===== src/design/rgs_pkg.sv =====
package rgs_pkg;

  localparam int DEPTH   = 1024;
  localparam int MAX_RUN = 64;

  localparam int ADDR_W = (DEPTH > 1) ? $clog2(DEPTH) : 1;
  localparam int IDX_W  = 11;
  localparam int RUN_W  = 7;
  localparam int DATA_W = 64;
  // A run position can go past the widest index by up to MAX_RUN - 1.
  localparam int POS_W  = IDX_W + 1;

  localparam logic OP_WRITE = 1'b0;
  localparam logic OP_READ  = 1'b1;

  typedef struct packed {
    logic              op;
    logic [IDX_W-1:0]  index;
    logic [RUN_W-1:0]  run_length;
    logic [DATA_W-1:0] data;
    logic              list_end;
  } in_t;

  typedef struct packed {
    logic [DATA_W-1:0] value;
    logic              run_last;
    logic              list_last;
    logic              bad_index;
  } out_t;

  typedef struct packed {
    logic run_last;
    logic list_last;
    logic bad_index;
  } meta_t;

endpackage


===== src/design/rgs_out_queue.sv =====
module rgs_out_queue (
  input  logic          clk,
  input  logic          rst_n,
  input  logic          push,
  input  rgs_pkg::out_t push_word,
  output logic [1:0]    occ,
  output logic          out_valid,
  input  logic          out_ready,
  output rgs_pkg::out_t out_data
);
  import rgs_pkg::*;

  out_t       ent_r [2];
  logic       wr_ptr_r, wr_ptr_nxt;
  logic       rd_ptr_r, rd_ptr_nxt;
  logic [1:0] cnt_r, cnt_nxt;
  logic       pop;

  assign out_valid = (cnt_r != 2'd0);
  assign out_data  = ent_r[rd_ptr_r];
  assign occ       = cnt_r;
  assign pop       = out_valid && out_ready;

  always_comb begin
    wr_ptr_nxt = push ? ~wr_ptr_r : wr_ptr_r;
    rd_ptr_nxt = pop ? ~rd_ptr_r : rd_ptr_r;
    cnt_nxt    = cnt_r + {1'b0, push} - {1'b0, pop};
  end

  always_ff @(posedge clk) begin
    if (!rst_n) begin
      wr_ptr_r <= 1'b0;
      rd_ptr_r <= 1'b0;
      cnt_r    <= 2'd0;
    end else begin
      wr_ptr_r <= wr_ptr_nxt;
      rd_ptr_r <= rd_ptr_nxt;
      cnt_r    <= cnt_nxt;
    end
  end

  always_ff @(posedge clk) begin
    if (push) begin
      ent_r[wr_ptr_r] <= push_word;
    end
  end

endmodule


===== config.mk =====
export PLATFORM = sky130hd
export DESIGN_NAME = rgs_out_queue
export DESIGN_NICKNAME = d
export VERILOG_FILES = /design/src/design/rgs_pkg.sv /design/src/design/rgs_out_queue.sv
export SDC_FILE = /design/constraint.sdc
export NUM_CORES = 1
export LEC_CHECK = 0
export CAP_MARGIN = 15
export CORE_MARGIN = 8
export CORE_UTILIZATION = 40
export CTS_CLUSTER_SIZE = 20
export DETAILED_ROUTE_END_ITERATION = 10
export DONT_BUFFER_PORTS = 1
export SLEW_MARGIN = 30
export SYNTH_ARGS = -nofsm -noshare
export SYNTH_HDL_FRONTEND = slang
export SYNTH_SLANG_ARGS = --single-unit
export TNS_END_PERCENT = 30

===== constraint.sdc =====
create_clock -name clk -period 6.1 [get_ports clk]
set_clock_uncertainty 0.2 [all_clocks]
set_input_delay 0.61 -clock clk [delete_from_list [all_inputs] [get_ports clk]]
set_output_delay 0.61 -clock clk [all_outputs]
set_load 0.03 [all_outputs]

==> flow_metrics.env <==
export IMPL_max_stage_delay_ns=0.69
export IMPL_crit_chain="buf_16 > mux2_2"
export IMPL_cpMaxStageDelayCell="dfxtp_4"
export IMPL_netlist_area_leader_share=0.776
export IMPL_drc=0
export IMPL_post_cts_buffers=0
export IMPL_status="finished clean"
export IMPL_cp_end_kind="primary output"
export IMPL_layout_drive_gt1_share=0.395
export IMPL_viasPerCell=4.82
export IMPL_path_max_fanout=38
export IMPL_cts_clk_slew_worst_paths_ns=0.06
export IMPL_combPwrFrac=0.180
export IMPL_synthesis_instances=230
export IMPL_final_cell_mix="edfxtp_1, mux2_2, mux2_4, clkbuf_16, bufinv_16"
export IMPL_critPathArrivalTime_ns=1.90
export IMPL_min_delay_path_depth=0
export IMPL_grt_util_all_layers=0.109
export IMPL_r2r_cells=2
export IMPL_nets=318
export IMPL_cts_htree_levels=4
export IMPL_synth_area_leaders="edfxtp_1, mux2_4, mux2_2, dfxtp_1, buf_6"
export IMPL_avgSynthCellArea_um2=22.5
export IMPL_synth_fp_nets=303
export IMPL_switchingPower_uw=745
export IMPL_crit_required_ns=5.29
export IMPL_cts_hold_buf=0
export IMPL_die_w_um=130
export IMPL_drt_iter0_drc=95
export IMPL_fmax_mhz=368
export IMPL_ff2ff_setup_slack_ns=4.10
export IMPL_post_cts_resized=0
export IMPL_final_fill_count=1089
export IMPL_ir_drop_v=0.000262
export IMPL_place_hpwl_um=5980
export IMPL_setup_violations_final=0
export IMPL_die_y_um=130
export IMPL_clkLatencyLatePin_ns=0.40
export IMPL_sw_frac_of_total=0.266
export IMPL_grt_pass1_vias=2225
export IMPL_rsz0062_at_grt="false"
export IMPL_cts_tree="done"
export IMPL_slew_headroom=0.370
export IMPL_leakagePower_uw=0.00206
export IMPL_p_int_uw=2060
export IMPL_numCtsBuffers=17
export IMPL_fin_util=0.480
export IMPL_synth_top_area_cell="edfxtp_1"
export IMPL_dieArea_mm2=0.0169
export IMPL_maxSlewViolCount=0
export IMPL_wl_um=9070
export IMPL_gp_congestion=0.638
export IMPL_start_util=0.411
export IMPL_grt_max_degree=68
export IMPL_final_common_cell="edfxtp_1"
export IMPL_p_total_uw=2800
export IMPL_hold_class="input port to flop"
export IMPL_power_density_mw_per_mm2=462
export IMPL_ys_ff_latch=139
export IMPL_final_setup_tns_ns=0
export IMPL_coreArea_mm2=0.0126
export IMPL_clock_sinks=139
export IMPL_rows=41
export IMPL_io_pins=141
export IMPL_post_drt_wl_per_cell_um=21.1
export IMPL_antenna_found_initial=1
export IMPL_yosysUniqueCellTypes=17
export IMPL_ant_nets=0
export IMPL_maxCapViolations=0
export IMPL_root_buffer="clkbuf_16"
export IMPL_antenna_cells_inserted=0
export IMPL_cts_buffer_depth=2
export IMPL_finalHoldViolations=0
export IMPL_start_kind="flop"
export IMPL_portBuffers=0
export IMPL_synth_area_mm2=0.00518
export IMPL_fin_crit_ns=2.71
export IMPL_syn2layout_area_growth_pct=16.9
export IMPL_clock_power_share=0.401
export IMPL_overflow=0
export IMPL_worstMarginPinSlew_ns=0.945
export IMPL_fin_crit_sh=0.445
export IMPL_yosysWarnings=0
export IMPL_p_seq_frac=0.419
export IMPL_ys_seq_area_frac=0.795
export IMPL_grt_first_pass_wirelength_um=13000
export IMPL_crit_type="flop to primary output"
export IMPL_firstDrtPassIters=4
export IMPL_vias=2074
-- routing by layer --
layer,wire [µm],vias up,global-route usage,part of all wire
met4,116,2,0.0492,0.013
met3,1280,12,0.0787,0.14
met2,4480,92,0.175,0.49
met1,3180,1035,0.104,0.35
li1,-,933,-,-
met5,13,-,0,0.0014
-- critical path: cells and delay by family (launching register included) --
family	cells	cell delay, ns
multiplexers	1	0.47
buffers and inverters	1	0.29
flip-flops	1	0.69
-- final timing paths --
path	startpoint	to
hold reg to reg	rd_ptr_r$_SDFFE_PN0P_	flop
hold / removal	push_word[35]	ent_r[0][35]$_DFFE_PP_
setup / recovery	flop	out_data[1]
setup reg to reg	wr_ptr_r$_SDFFE_PN0P_	ent_r[0][4]$_DFFE_PP_
-- sequential cells by signal (all words and copies together) (netlist names), named ones only --
register,count
rd_ptr_r,1
wr_ptr_r,1
ent_r,134
occ,2
-- power groups by stage --
stage	Sequential, µW	Clock [µW]	Combinational (µW)
2_1_floorplan	1160	0	485
3_3_place_gp	1230	0	469
3_5_place_dp	1200	0	517
4_1_cts	1180	1150	520
5_1_grt	1180	1190	530
6_report	1170	1120	505
-- cell type report --
type,instances,area [µm²],share of cell area
sequential,139,4130,0.681
multi-input combinational,82,1010,0.166
clock buffer,18,429,0.0708
clock inverter,14,225,0.0372
tap,172,215,0.0355
timing repair buffer,3,50.0,0.00826
inverter,2,7.51,0.00124
-- cell families after synthesis --
family / after synthesis / synth area share
AND/OR/NAND/NOR: 8 / 0.00917
buffers and inverters: 9 / 0.0123
XOR/XNOR: 1 / 0.00434
flip-flops: 139 / 0.795
AO/OA/AOI/OAI: 2 / 0.00289
multiplexers: 69 / 0.171
adder cells (fa/ha/maj): 2 / 0.00483
-- cells in the mapped netlist (all sizes together) --
cell type,instances
mux2i,2
xnor3,1
o21a,2
nand2,1
ha,2
nor2b,3
inv,2
and2,2
dfxtp,5
nand2b,1
or2,1
buf,7
edfxtp,134
mux2,67
-- stage by stage --
| step | setup slack [ns] | area (µm²) | std cells | hold slack (ns) |
|---|---|---|---|---|
| final | 3.39 | 6060 | 430 | 0.0970 |
| after global routing | 3.29 | 6060 | 430 | 0.0662 |
| after CTS | 3.33 | 6060 | 430 | 0.0729 |
| after detailed placement | 3.76 | 5410 | 398 | 0.270 |
| after global placement | 3.47 | 5370 | 396 | 0.252 |
| after floorplan | 1.82 | 5180 | 230 | 0.252 |
Note: power is estimated with default switching activity, not from simulation.
